<file path="config.mk">
export PLATFORM = sky130hd
export DESIGN_NAME = rgrs_core
export DESIGN_NICKNAME = d
export VERILOG_FILES = /design/src/rtl/rgrs_pkg.sv /design/src/rtl/rgrs_core.sv
export SDC_FILE = /design/constraint.sdc
export NUM_CORES = 1
export LEC_CHECK = 0
export BUFFER_PORTS_ARGS = -buffer_cell sky130_fd_sc_hd__buf_2
export CORE_ASPECT_RATIO = 0.9
export CORE_UTILIZATION = 34
export CTS_BUF_LIST = sky130_fd_sc_hd__clkbuf_2
export DETAILED_ROUTE_END_ITERATION = 12
export PLACE_DENSITY = 0.65
export REMOVE_ABC_BUFFERS = 1
export SLEW_MARGIN = 20
export SYNTH_ARGS = -nofsm -noshare
export SYNTH_HDL_FRONTEND = slang
export SYNTH_SLANG_ARGS = --single-unit
export TNS_END_PERCENT = 50
</file>
<file path="constraint.sdc">
create_clock -name clk -period 6 [get_ports clk]
set_input_delay 1.2 -clock clk [delete_from_list [all_inputs] [get_ports clk]]
set_output_delay 1.2 -clock clk [all_outputs]
set_load 0.01 [all_outputs]
</file>
<file path="src/rtl/rgrs_pkg.sv">
// Package for the rotating-groups range-sum block.
// Holds widths, the opcode type and the memory request struct. No dependencies.
package rgrs_pkg;

    localparam int MAX_STATIONS = 1024;
    localparam int ADDR_W       = $clog2(MAX_STATIONS);
    localparam int NUM_W        = $clog2(MAX_STATIONS + 1);
    localparam int LINE_W       = 11;
    localparam int CNT_W        = 16;
    localparam int TOT_W        = 26;

    typedef enum logic [1:0] {
        OP_LOAD   = 2'd0,
        OP_SURVEY = 2'd1,
        OP_ROTATE = 2'd2,
        OP_NONE   = 2'd3
    } opcode_t;

    typedef struct packed {
        logic              we_line;
        logic              we_cnt;
        logic [ADDR_W-1:0] waddr;
        logic [LINE_W-1:0] wline;
        logic [CNT_W-1:0]  wcnt;
        logic [ADDR_W-1:0] raddr;
    } mem_req_t;

endpackage

</file>
<file path="src/rtl/rgrs_core.sv">
// Sequencer and shared compare/add datapath for the range-sum block.
// Depends on rgrs_pkg; drives the station line and count RAMs.
module rgrs_core
    import rgrs_pkg::*;
(
    input  logic              clk,
    input  logic              rst_n,
    input  logic              in_valid,
    output logic              in_stall,
    input  logic [1:0]        opcode,
    input  logic [LINE_W-1:0] line_id,
    input  logic [CNT_W-1:0]  count_value,
    input  logic [10:0]       range_low,
    input  logic [10:0]       range_high,
    output logic              out_valid,
    input  logic              out_stall,
    output logic [TOT_W-1:0]  survey_total,
    output mem_req_t          mem_req,
    input  logic [LINE_W-1:0] rd_line,
    input  logic [CNT_W-1:0]  rd_cnt
);

    typedef enum logic [2:0] {
        S_IDLE,
        S_SCAN,
        S_SWAP,
        S_SUM,
        S_PUSH
    } state_t;

    state_t            state_reg;
    logic [NUM_W-1:0]  ld_reg;
    logic [NUM_W-1:0]  idx_reg;
    logic [NUM_W-1:0]  end_reg;
    logic              pend_reg;
    logic [ADDR_W-1:0] paddr_reg;
    logic [LINE_W-1:0] line_reg;
    logic [CNT_W-1:0]  carry_reg;
    logic              found_reg;
    logic [TOT_W-1:0]  sum_reg;
    logic              out_valid_reg;
    logic [TOT_W-1:0]  total_reg;

    logic              accept;
    logic              issue;
    logic              match;
    logic              out_load;
    logic [TOT_W:0]    sum_wide;
    logic [NUM_W-1:0]  lo_clip;
    logic [NUM_W-1:0]  hi_clip;
    opcode_t           op;

    assign op       = opcode_t'(opcode);
    assign in_stall = (state_reg != S_IDLE);
    assign accept   = in_valid && !in_stall;
    assign issue    = (idx_reg < end_reg);
    assign match    = pend_reg && (rd_line == line_reg);
    assign sum_wide = {1'b0, sum_reg} + {{(TOT_W + 1 - CNT_W){1'b0}}, rd_cnt};
    assign lo_clip  = (range_low == '0) ? NUM_W'(1) : NUM_W'(range_low);
    assign hi_clip  = (NUM_W'(range_high) > ld_reg) ? ld_reg : NUM_W'(range_high);
    // result register free, or its word leaves this cycle
    assign out_load = (state_reg == S_PUSH) && (!out_valid_reg || !out_stall);

    // memory port: loads in idle, count write-back while swapping
    always_comb
    begin
        mem_req.raddr   = idx_reg[ADDR_W-1:0];
        mem_req.wline   = line_id;
        mem_req.we_line = 1'b0;
        mem_req.we_cnt  = 1'b0;
        mem_req.waddr   = ld_reg[ADDR_W-1:0];
        mem_req.wcnt    = count_value;
        if (state_reg == S_SWAP)
        begin
            mem_req.waddr  = paddr_reg;
            mem_req.wcnt   = carry_reg;
            mem_req.we_cnt = match;
        end
        else if (accept && op == OP_LOAD && ld_reg < NUM_W'(MAX_STATIONS))
        begin
            mem_req.we_line = 1'b1;
            mem_req.we_cnt  = 1'b1;
        end
    end

    always_ff @(posedge clk or negedge rst_n)
    begin
        if (!rst_n)
        begin
            state_reg     <= S_IDLE;
            ld_reg        <= '0;
            idx_reg       <= '0;
            end_reg       <= '0;
            pend_reg      <= 1'b0;
            found_reg     <= 1'b0;
            out_valid_reg <= 1'b0;
        end
        else
        begin
            if (out_load)
            begin
                out_valid_reg <= 1'b1;
            end
            else if (out_valid_reg && !out_stall)
            begin
                out_valid_reg <= 1'b0;
            end
            if (state_reg != S_IDLE && state_reg != S_PUSH)
            begin
                pend_reg  <= issue;
                paddr_reg <= idx_reg[ADDR_W-1:0];
                if (issue)
                begin
                    idx_reg <= idx_reg + NUM_W'(1);
                end
            end
            unique case (state_reg)
                S_IDLE:
                begin
                    if (accept)
                    begin
                        unique case (op)
                            OP_LOAD:
                            begin
                                if (ld_reg < NUM_W'(MAX_STATIONS))
                                begin
                                    ld_reg <= ld_reg + NUM_W'(1);
                                end
                            end
                            OP_SURVEY:
                            begin
                                idx_reg   <= lo_clip - NUM_W'(1);
                                end_reg   <= hi_clip;
                                sum_reg   <= '0;
                                state_reg <= S_SUM;
                            end
                            OP_ROTATE:
                            begin
                                idx_reg   <= '0;
                                end_reg   <= ld_reg;
                                line_reg  <= line_id;
                                found_reg <= 1'b0;
                                state_reg <= S_SCAN;
                            end
                            default:
                            begin
                            end
                        endcase
                    end
                end
                S_SCAN:
                begin
                    // last matching station's count seeds the carry
                    if (match)
                    begin
                        carry_reg <= rd_cnt;
                        found_reg <= 1'b1;
                    end
                    if (!issue && !pend_reg)
                    begin
                        idx_reg   <= '0;
                        state_reg <= found_reg ? S_SWAP : S_IDLE;
                    end
                end
                S_SWAP:
                begin
                    if (match)
                    begin
                        carry_reg <= rd_cnt;
                    end
                    if (!issue && !pend_reg)
                    begin
                        state_reg <= S_IDLE;
                    end
                end
                S_SUM:
                begin
                    if (pend_reg)
                    begin
                        sum_reg <= sum_wide[TOT_W] ? '1 : sum_wide[TOT_W-1:0];
                    end
                    if (!issue && !pend_reg)
                    begin
                        state_reg <= S_PUSH;
                    end
                end
                S_PUSH:
                begin
                    if (out_load)
                    begin
                        total_reg <= sum_reg;
                        state_reg <= S_IDLE;
                    end
                end
                default:
                begin
                    state_reg <= S_IDLE;
                end
            endcase
        end
    end

    assign out_valid    = out_valid_reg;
    assign survey_total = total_reg;

endmodule

</file>
Word-level counts from Yosys, hierarchy flattened --
Index checks and enable logic that the tools add are counted.
Storage, ports and cells: flip-flop bits (word level) 128, input bits 82, word-level logic and storage cells 102
Cells by class: reduce and logical (&&, ||, !) cells 32, equality and inequality tests 18, magnitude comparators 3, mux-type cells 33, add/subtract/negate cells 4
Operators with widths (number):
- 2-to-1 mux 26 bit | 4
- 2-to-1 mux 11 bit | 6
- case mux 11 bit (2 select lines) | 3
- case mux 26 bit (2 select lines) | 1
- adder 26 x 16 -> 27 bit | 1
- adder 11 x 1 -> 11 bit (second input constant) | 2
- 2-to-1 mux 16 bit | 1
- 2-to-1 mux 3 bit | 5
- case mux 3 bit (5 select lines) | 1
- inequality test 2 bit (second input constant) | 6
- AND reduction 4 bit | 3
- equality test 11 bit | 1
- greater-than comparator 11 bit | 1
- zero test 11 bit | 1
- < comparator 11 bit | 1
- < comparator 11 bit (second input constant) | 1
- subtractor 11 x 1 -> 11 bit (second input constant) | 1
- 2-to-1 mux 10 bit | 1
- AND reduction 3 bit | 3
- logical AND 1 bit | 8
- nonzero test 2 bit | 4
- 2-to-1 mux 1 bit | 7
- equality test 3 x 2 -> 1 bit (second input constant) | 2
- inequality test 2 x 1 -> 1 bit (second input constant) | 3
- 18 further kinds | 23

Longest topological paths before layout --
Gate-level depths: netlist of run 1.
depth after elaboration 7, mapped depth 10, depth with buffers taken out 10

Worst setup path before layout of run 1 --
Ideal clock, no wire load.
path kind in2reg, from input port opcode[1], to register sum_reg[0], enable pin, buffers on the path 0, slack 2.057 ns, data required time 5.553 ns, cell stages on the path 4, setup time 0.447 ns, arrival time 3.496 ns, cells stage by stage inv_1 -> ha_1 -> a21oi_1 -> nor3b_1
On the way: word-level cells in the longest chain between the ends 3
RTL lines:
- start: declaration | line rgrs_core.sv:10 | input logic [1:0] opcode,
- equality test 2 x 1 -> 1 bit | line rgrs_core.sv:122 | unique case (op)
- inequality test 2 x 1 -> 1 bit (no source line)
- AND reduction 5 bit (no source line)
- end signal: assignment | line rgrs_core.sv:180 | sum_reg <= sum_wide[TOT_W] ? '1 : sum_wide[TOT_W-1:0];
- end: declaration | line rgrs_core.sv:40 | logic [TOT_W-1:0] sum_reg;
No other way between the ends. A chain may end at the register's enable or synchronous reset.

==> flow_summary.toml, run 1 <==
[clock_network]
clock-sinks = 128
cts_max_level = 4
clock_latency_ns = 0.68
clk_path_buf_depth = 2
tritoncts = "done"
post_cts_buffers = 0
cts_buffers = 17
post_cts_resized = 0
clock_tree.root_cell = "clkbuf_2"
holdBufCountCts = 0
path_clk_slew_ns = 0.20

[layout]
nets = 908
area_growth_pct = 16.28
fillers = 1954
drive_above_1_share_pct = 29.35

[timing]
tns_ns = 0
rsz0062_at_grt = "no"
setup_viol = 0
tightestPinTransition_ns = 1.054
slew_headroom_pct = 29.59
fmax_ghz = 0.2442
fin_crit_sh_pct = 68.25
maxSlewViolCount = 0
final.setup.worst_slack_ns = 1.905
min_period_ns = 4.095
finalHoldViolCount = 0
skew_ns = 0.04281

[drt]
viasPerCell = 5.050
avgRoutedWirePerCell_um = 15.89
wl_mm = 16.70
ant_nets = 0
drt_first_pass_iters = 4
initialDrtViolationCount = 356
drcViolationCount = 0
vias = 5308

[critical_path]
critical_path_class = "flop to primary output"
arrival_ns = 2.90
crit_path_cell_trace = "and2b_2 -> nor2b_4 -> mux2_2 -> buf_2"
cp_max_fo = 37
end_kind = "primary output"
cp_slowest_cell = "nor2b_4"
cp-start-kind = "flop"
slowest_delay_ns = 0.85
cp.required_ns = 4.80

[global_routing]
grt_pass1_vias = 5247
grt_pass1_wl_mm = 26.91
grt_max_degree = 38
antenna_found_initial = 1
grt_overflow = 0
grt_use_total_pct = 16.15

[pwr]
max-vdd-ir-drop_mv = 0.1570
leakagePower_uw = 0.003465
powerDensity_nw_per_um2 = 376.7

[logic_synthesis]
synth_edf_count = 89
avgSynthCellArea_um2 = 11.18
synthArstFlopShare_pct = 30.47
yosysWarnings = 0
synthCells = 637
ys_seq_area_share_pct = 51.21
synth-main-ff-cell = "edfxtp_1"
synth-seq-cells = 128
yosysUniqueCellTypes = 64
syn-cell-area_um2 = 7124

[die]
rows = 49
core_um2 = 20230
initial_core_util_pct = 35.21
die_w_um = 154.6
die_area_um2 = 21540
die_height_um = 139.3
io_pins = 159

[run]
cap_violations = 0

[place]
dpl.hpwl_mm = 12.30
post-place-ws_ns = 2.095
gp_congestion = 0.8697
portBuffers = 158

[worst_hold_path]
min_path_type = "primary input to asynchronous set/reset pin"

[outcome]
status = "finished, final reports clean"
==> metal layers <==
metal	wire (µm)	GRT usage [%]	part of all wire [%]
met5	0	0	0
met3	737	3.395	4.4
met4	168	4.846	1.0
met1	8097	22.25	48
met2	7700	25.51	46
==> synthesized netlist by cell type, drive strengths merged, types with 2 or more instances <==
cell type / n / area, µm²
o2111ai: 2 / 23.77
dfrtp: 39 / 975.9
and4: 5 / 43.79
a41oi: 2 / 17.52
nand2: 49 / 186.4
o22ai: 8 / 50.05
clkbuf: 9 / 45.04
edfxtp: 89 / 2673
nand4: 10 / 62.56
nor3: 13 / 70.07
a211oi: 4 / 30.03
nand3: 21 / 105.1
mux2: 18 / 202.7
nor4: 3 / 18.77
xnor2: 37 / 324.1
or3: 3 / 18.77
nor2b: 3 / 18.77
a311oi: 3 / 26.28
buf: 27 / 193.9
ha: 43 / 538.0
nand2b: 5 / 31.28
a21oi: 41 / 209.0
a21o: 11 / 83.83
or2: 2 / 12.51
xor2: 18 / 157.7
nor2: 36 / 135.1
o31ai: 4 / 30.03
a31oi: 11 / 90.08
and3: 6 / 42.54
o21a: 6 / 45.04
nor3b: 4 / 30.03
o211ai: 3 / 22.52
inv: 36 / 135.1
mux2i: 12 / 120.1
o21ai: 39 / 198.9
==> logic make-up after synthesis <==
group	Yosys count	synth area share, %
flip-flops	128	51.21
XOR/XNOR	55	6.761
adder cells (fa/ha/maj)	44	7.833
multiplexers	30	4.531
AND/OR/NAND/NOR	163	11.26
AO/OA/AOI/OAI	145	13.15
buffers and inverters	72	5.251
==> placed cells by master, fill, tap and decap left out, types with 4 or more instances in the layout <==
cell / instances
xor2_1: 18
ha_1: 43
o31ai_1: 4
nand3_1: 21
and3_1: 5
a211oi_1: 4
xnor2_1: 37
edfxtp_1: 89
buf_4: 4
nor2_1: 33
buf_2: 158
clkbuf_2: 17
inv_1: 36
o21a_1: 6
nor3_1: 11
o21ai_1: 5
o21ai_0: 33
dfrtp_1: 39
o22ai_1: 8
a21o_1: 10
inv_6: 5
nand4_1: 10
and4_1: 5
a31oi_1: 9
nand2_1: 48
nand2b_1: 5
a21oi_1: 40
mux2_2: 18
mux2i_1: 12
==> final cells by class <==
cell class | count | area [µm²] | share of cell area (%)
Clock inverter | 14 | 131.4 | 1.586
Inverter | 36 | 135.1 | 1.631
Timing Repair Buffer | 162 | 820.8 | 9.908
Tap cell | 255 | 319.1 | 3.851
Antenna cell | 2 | 5.005 | 0.06041
Sequential cell | 128 | 3649 | 44.04
Clock buffer | 17 | 85.08 | 1.027
Multi-Input combinational cell | 437 | 3139 | 37.89
==> metrics by stage <==
step | hold WS (ns) | instances | total power [µW] | cell area (µm²) | utilization, %
final | 0.4344 | 1051 | 3120 | 8284 | 40.95
after global routing | 0.3507 | 1051 | 3356 | 8284 | 40.95
after CTS | 0.3283 | 1049 | 3148 | 8272 | 40.88
after detailed placement | 0.4419 | 1018 | 2627 | 8055 | 39.81
after global placement | 0.4387 | 1018 | 2614 | 8055 | 39.81
after floorplan | 0.4307 | 601 | 2216 | 6885 | -
==> critical path, delay by kind of cell, from the launching register on <==
| kind | cells | cell delay [ns] |
|---|---|---|
| simple gates | 2 | 1.13 |
| flops | 1 | 0.51 |
| mux | 1 | 0.44 |
| buf+inv | 1 | 0.14 |
==> report_power, final <==
part / internal (µW) / total, µW / switching, µW
clock network: 154 / 502 / 348
logic: 538 / 1280 / 746
registers: 1170 / 1330 / 163
==> path summary, 6_finish.rpt <==
| check | startpoint | end | slack [ns] | depth (start not counted) |
|---|---|---|---|---|
| min reg2reg | sum_reg[9] | survey_total[9] | 0.49 | 0 |
| min | rst_n | end_reg[10] | 0.43 | 1 |
| max in group asynchronous | rst_n | ld_reg[0] | 4.84 | 2 |
| min in group clk | sum_reg[9] | survey_total[9] | 0.49 | 0 |
| max reg2reg | sum_reg[0] | sum_reg[9] | 2.99 | 9 |
| max | state_reg[2] | mem_req[37] | 1.90 | 4 |
(Power assumes the default switching activity.)
==> run 2, diff against run 1 <==
==> constraint.sdc (replaced) <==
create_clock -name clk -period 3.9 [get_ports clk]
set_input_delay 0.78 -clock clk [delete_from_list [all_inputs] [get_ports clk]]
set_output_delay 0.78 -clock clk [all_outputs]
set_load 0.01 [all_outputs]
==> run 2 against run 1 <==
Routed wire length grew 1.3%. Non-clock buffer count grew 5. Power grew 57%. Largest power group unchanged. Combinational power grew 56%. Cell area grew 0.62%. Critical path depth grew 1.
==> flow_summary.toml, run 2 (synthesis results as in run 1) <==
[clock_network]
clock_tree.root_cell = "clkbuf_2"
cts_buffers = 17
path_clk_slew_ns = 0.22
cts_max_level = 4
clk_path_buf_depth = 2
post_cts_buffers = 0
clock_latency_ns = 0.68
holdBufCountCts = 0
clock-sinks = 128
tritoncts = "done"
post_cts_resized = 0

[timing]
slew_headroom_pct = 32.69
skew_ns = 0.04582
min_period_ns = 3.517
rsz0062_at_grt = "no"
fmax_ghz = 0.2843
maxSlewViolCount = 0
finalHoldViolCount = 0
fin_crit_sh_pct = 90.19
tightestPinTransition_ns = 1.006
setup_viol = 0
tns_ns = 0

[global_routing]
antenna_found_initial = 1
busiest_layer = "met2"
grt_pass1_vias = 5232
use_met1_pct = 21.72
use_met3_pct = 4.111
grt_overflow = 0
use_met2_pct = 25.63
grt_max_degree = 42
grt_use_total_pct = 16.16
grt_pass1_wl_mm = 26.90

[critical_path]
arrival_ns = 2.74
cp.required_ns = 3.12
r2r-end = "sum_reg[19]"
cp_max_fo = 18
critical_path_class = "flop to primary output"
timing.rr.start = "sum_reg[0]"
cp-startpoint = "state_reg[2]"
end_kind = "primary output"
cp-endpoint = "mem_req[17]"
r2r_setup_slack_ns = 0.99
r2r_cells = 10
cp-start-kind = "flop"

[layout]
drive_above_1_share_pct = 29.66
layout_commonest_cell = "buf_2"
multi_input_area_um2 = 3132
post-route-util_pct = 41.20
ff_latch_area_um2 = 3649
fillers = 1988
area_growth_pct = 17.00
layout_common_cells = "buf_2 (158), edfxtp_1 (89), nand2_1 (48)"
nets = 913

[drt]
vias = 5325
drcViolationCount = 0
initialDrtViolationCount = 251
ant_nets = 0
viasPerCell = 5.047
drt_first_pass_iters = 4
wl_mm = 16.92
avgRoutedWirePerCell_um = 16.04

[place]
gp_congestion = 0.8689
portBuffers = 158
dpl.hpwl_mm = 12.62

[worst_hold_path]
min_path_type = "primary input to asynchronous set/reset pin"

[die]
die_height_um = 139.3
rows = 49
die_w_um = 154.6
initial_core_util_pct = 35.21
die_area_um2 = 21540
core_um2 = 20230
io_pins = 159

[outcome]
status = "finished, final reports clean"

[pwr]
max-vdd-ir-drop_mv = 0.2444
powerDensity_nw_per_um2 = 587.2
leakagePower_uw = 0.003506

[run]
cap_violations = 0
-- run 2: metrics by stage --
step / area (µm²) / cells / total power [µW] / setup slack [ns] / hold slack [ns]
2_1_floorplan: 6885 / 601 / 3409 / 0.2905 / 0.4307
3_3_place_gp: 8093 / 1023 / 4038 / 0.5920 / 0.4401
3_5_place_dp: 8093 / 1023 / 4074 / 0.5243 / 0.4401
4_1_cts: 8333 / 1054 / 4929 / 0.3122 / 0.1455
5_1_grt: 8335 / 1055 / 5253 / 0.1751 / 0.1428
6_report: 8335 / 1055 / 4895 / 0.3826 / 0.1920
-- run 2: how the worst min path moves through the flow --
stage / start / to
global route: rst_n / ld_reg[9]
detailed placement: sum_reg[5] / survey_total[5]
finish: rst_n / idx_reg[5]
global placement: sum_reg[4] / survey_total[4]
floorplan: sum_reg[0] / survey_total[0]
CTS: rst_n / out_valid
-- run 2: critical path, cell delays in order (launching register included) --
cell	delay, ns
dfrtp_1	0.51
and2b_2	0.27
nor2b_4	0.52
buf_4	0.29
mux2_2	0.34
buf_2	0.14
-- run 2: metal layers --
| layer | vias up | routed length [µm] |
|---|---|---|
| met5 | - | 0 |
| met1 | 2526 | 7930 |
| li1 | 2630 | - |
| met2 | 150 | 7809 |
| met4 | 0 | 298 |
| met3 | 19 | 880 |
-- run 2: cell type report --
class / count / share of cell area, %
antenna: 1 / 0.03002
timing repair buffer: 167 / 10.30
multi-input combinational: 437 / 37.57
inverter: 36 / 1.621
clock inverter: 14 / 1.861
clock buffer: 17 / 1.021
sequential: 128 / 43.77
tap: 255 / 3.828
-- run 2: power breakdown --
group	total, µW	switching [µW]	internal (µW)
clock	847	544	302
combinational	2000	1150	845
sequential	2050	251	1800
==> run 3, diff against run 2 <==
==> constraint.sdc (replaced) <==
create_clock -name clk -period 3.6 [get_ports clk]
set_input_delay 0.72 -clock clk [delete_from_list [all_inputs] [get_ports clk]]
set_output_delay 0.72 -clock clk [all_outputs]
set_load 0.01 [all_outputs]
==> run 3 against run 2 <==
Cell area shrank 0.32%. Die area is the same. Power grew 5.9%. Setup slack gained 0.11 ns. Non-clock buffer count grew 2. Register-to-register slack lost 0.08 ns. Clock-buffer cell count is the same. Worst hold slack gained 0.020 ns. Routed wire length grew 0.18%. Global-route usage shrank 0.10 points. First-iteration DRC count grew 12%. Largest power group unchanged.
==> flow_summary.toml, run 3 (synthesis results as in run 1) <==
[place]
dpl.hpwl_mm = 12.54
portBuffers = 158
placed_cell_area_um2 = 8100
gp_congestion = 0.8439
dp.cells = 1024

[critical_path]
critical_path_class = "flop to primary output"
timing.rr.start = "ld_reg[7]"
cp-startpoint = "state_reg[2]"
arrival_ns = 2.39
cp_max_fo = 16
end_kind = "primary output"
slowest_delay_ns = 0.51
r2r_setup_slack_ns = 0.91
cp_slowest_cell = "dfrtp_1"
cp-start-kind = "flop"
cp-endpoint = "mem_req[10]"
r2r-end = "end_reg[2]"
crit_path_cell_trace = "and2b_2 -> nor2b_4 -> buf_4 -> mux2_2 -> buf_2"
r2r_cells = 8
cp.required_ns = 2.88

[pwr]
powerDensity_nw_per_um2 = 623.7
power_frac_clock_pct = 15.1
sw_frac_of_total_pct = 40.98
switching_power_uw = 2124
p_int_uw = 3059
p_comb_share_pct = 41.9
max-vdd-ir-drop_mv = 0.2551
pwr-share-seq_pct = 43.0
leakagePower_uw = 0.003487

[layout]
layout_commonest_cell = "buf_2"
post-route-util_pct = 41.07
area_growth_pct = 16.63
fillers = 1974
nets = 915
fin_cells = 1059
drive_above_1_share_pct = 29.55
layout_common_cells = "buf_2 (158), edfxtp_1 (89), nand2_1 (48)"
fin_area_um2 = 8309

[clock_network]
path_clk_slew_ns = 0.21
clk_path_buf_depth = 2
cts_max_level = 4
cts_buffers = 17
clock_tree.root_cell = "clkbuf_2"
clock-sinks = 128
clock_latency_ns = 0.69
tritoncts = "done"

[timing]
tns_ns = 0
finalHoldViolCount = 0
slew_headroom_pct = 41.31
fmax_ghz = 0.3214
rsz0062_at_grt = "no"
setup_viol = 0
fin_crit_sh_pct = 86.42
skew_ns = 0.04270
tightestPinTransition_ns = 0.8755
min_period_ns = 3.111
maxSlewViolCount = 0

[global_routing]
grt_max_degree = 29
grt_overflow = 0
grt_pass1_vias = 5095
antenna_found_initial = 1
grt_use_total_pct = 16.06
grt_pass1_wl_mm = 26.69

[drt]
wl_mm = 16.95
vias = 5340
drt_first_pass_iters = 4
drcViolationCount = 0
wl_met2_mm = 7.871
drt-met1-wl_mm = 8.249
top_layer_used = "met4"
viasPerCell = 5.042
dr_wl_met3_um = 707
avgRoutedWirePerCell_um = 16.00
ant_nets = 0
initialDrtViolationCount = 282

[die]
die_height_um = 139.3
io_pins = 159
rows = 49
core_um2 = 20230
initial_core_util_pct = 35.21
die_w_um = 154.6
die_area_um2 = 21540

[run]
cap_violations = 0

[worst_hold_path]
min_path_type = "primary input to flop"

[outcome]
status = "finished, final reports clean"
-- run 3: worst min path at each step --
stage                    start               to  depth (start not counted)
CTS                 line_id[6]      line_reg[6]                          1
floorplan                rst_n       end_reg[0]                          0
finish              line_id[4]      line_reg[4]                          1
detailed placement  sum_reg[4]  survey_total[4]                          0
global placement    sum_reg[5]  survey_total[5]                          0
global route        line_id[6]      line_reg[6]                          1
-- run 3: power groups by stage --
stage	clock network, µW	logic [µW]	registers [µW]
detailed placement	0	2170	2260
floorplan	0	1500	2190
CTS	818	2180	2230
global placement	0	2130	2250
global route	888	2400	2260
finish	783	2170	2230
-- run 3: layout make-up --
class / count / area, µm² / share of cell area (%)
Clock inverter: 15 / 108.9 / 1.310
Multi-Input combinational cell: 437 / 3132 / 37.69
Timing Repair Buffer: 169 / 875.8 / 10.54
Antenna cell: 2 / 5.005 / 0.06023
Clock buffer: 17 / 85.08 / 1.024
Tap cell: 255 / 319.1 / 3.840
Sequential cell: 128 / 3649 / 43.91
Inverter: 36 / 135.1 / 1.626
-- run 3: per-stage QoR --
stage / worst slack [ns] / hold slack (ns) / total power, µW
6_report: 0.4888 / 0.2122 / 5182
5_1_grt: 0.2491 / 0.07555 / 5550
4_1_cts: 0.3633 / 0.1075 / 5224
3_5_place_dp: 0.4769 / 0.4478 / 4427
3_3_place_gp: 0.5491 / 0.4374 / 4383
2_1_floorplan: 0.05050 / 0.4244 / 3693
-- run 3: routing by layer --
layer / track usage, % / vias to the layer above
li1: - / 2640
met1: 22.03 / 2548
met2: 25.39 / 142
met3: 3.799 / 10
met4: 4.221 / 0
met5: 0 / -
-- run 3: repair_timing --
item | 4_1_cts | 5_1_grt
resized for setup | 0 | 0
setup buffers | 0 | 0
hold buffers | 1 | 0
hold endpoints to repair | 16 | 0
-- run 3: worst max-delay path: cells and delay by family, from the launching register on --
family | cells | cell delay (ns)
multiplexers | 1 | 0.37
buffers and inverters | 2 | 0.42
flip-flops | 1 | 0.51
AND/OR/NAND/NOR | 2 | 0.42
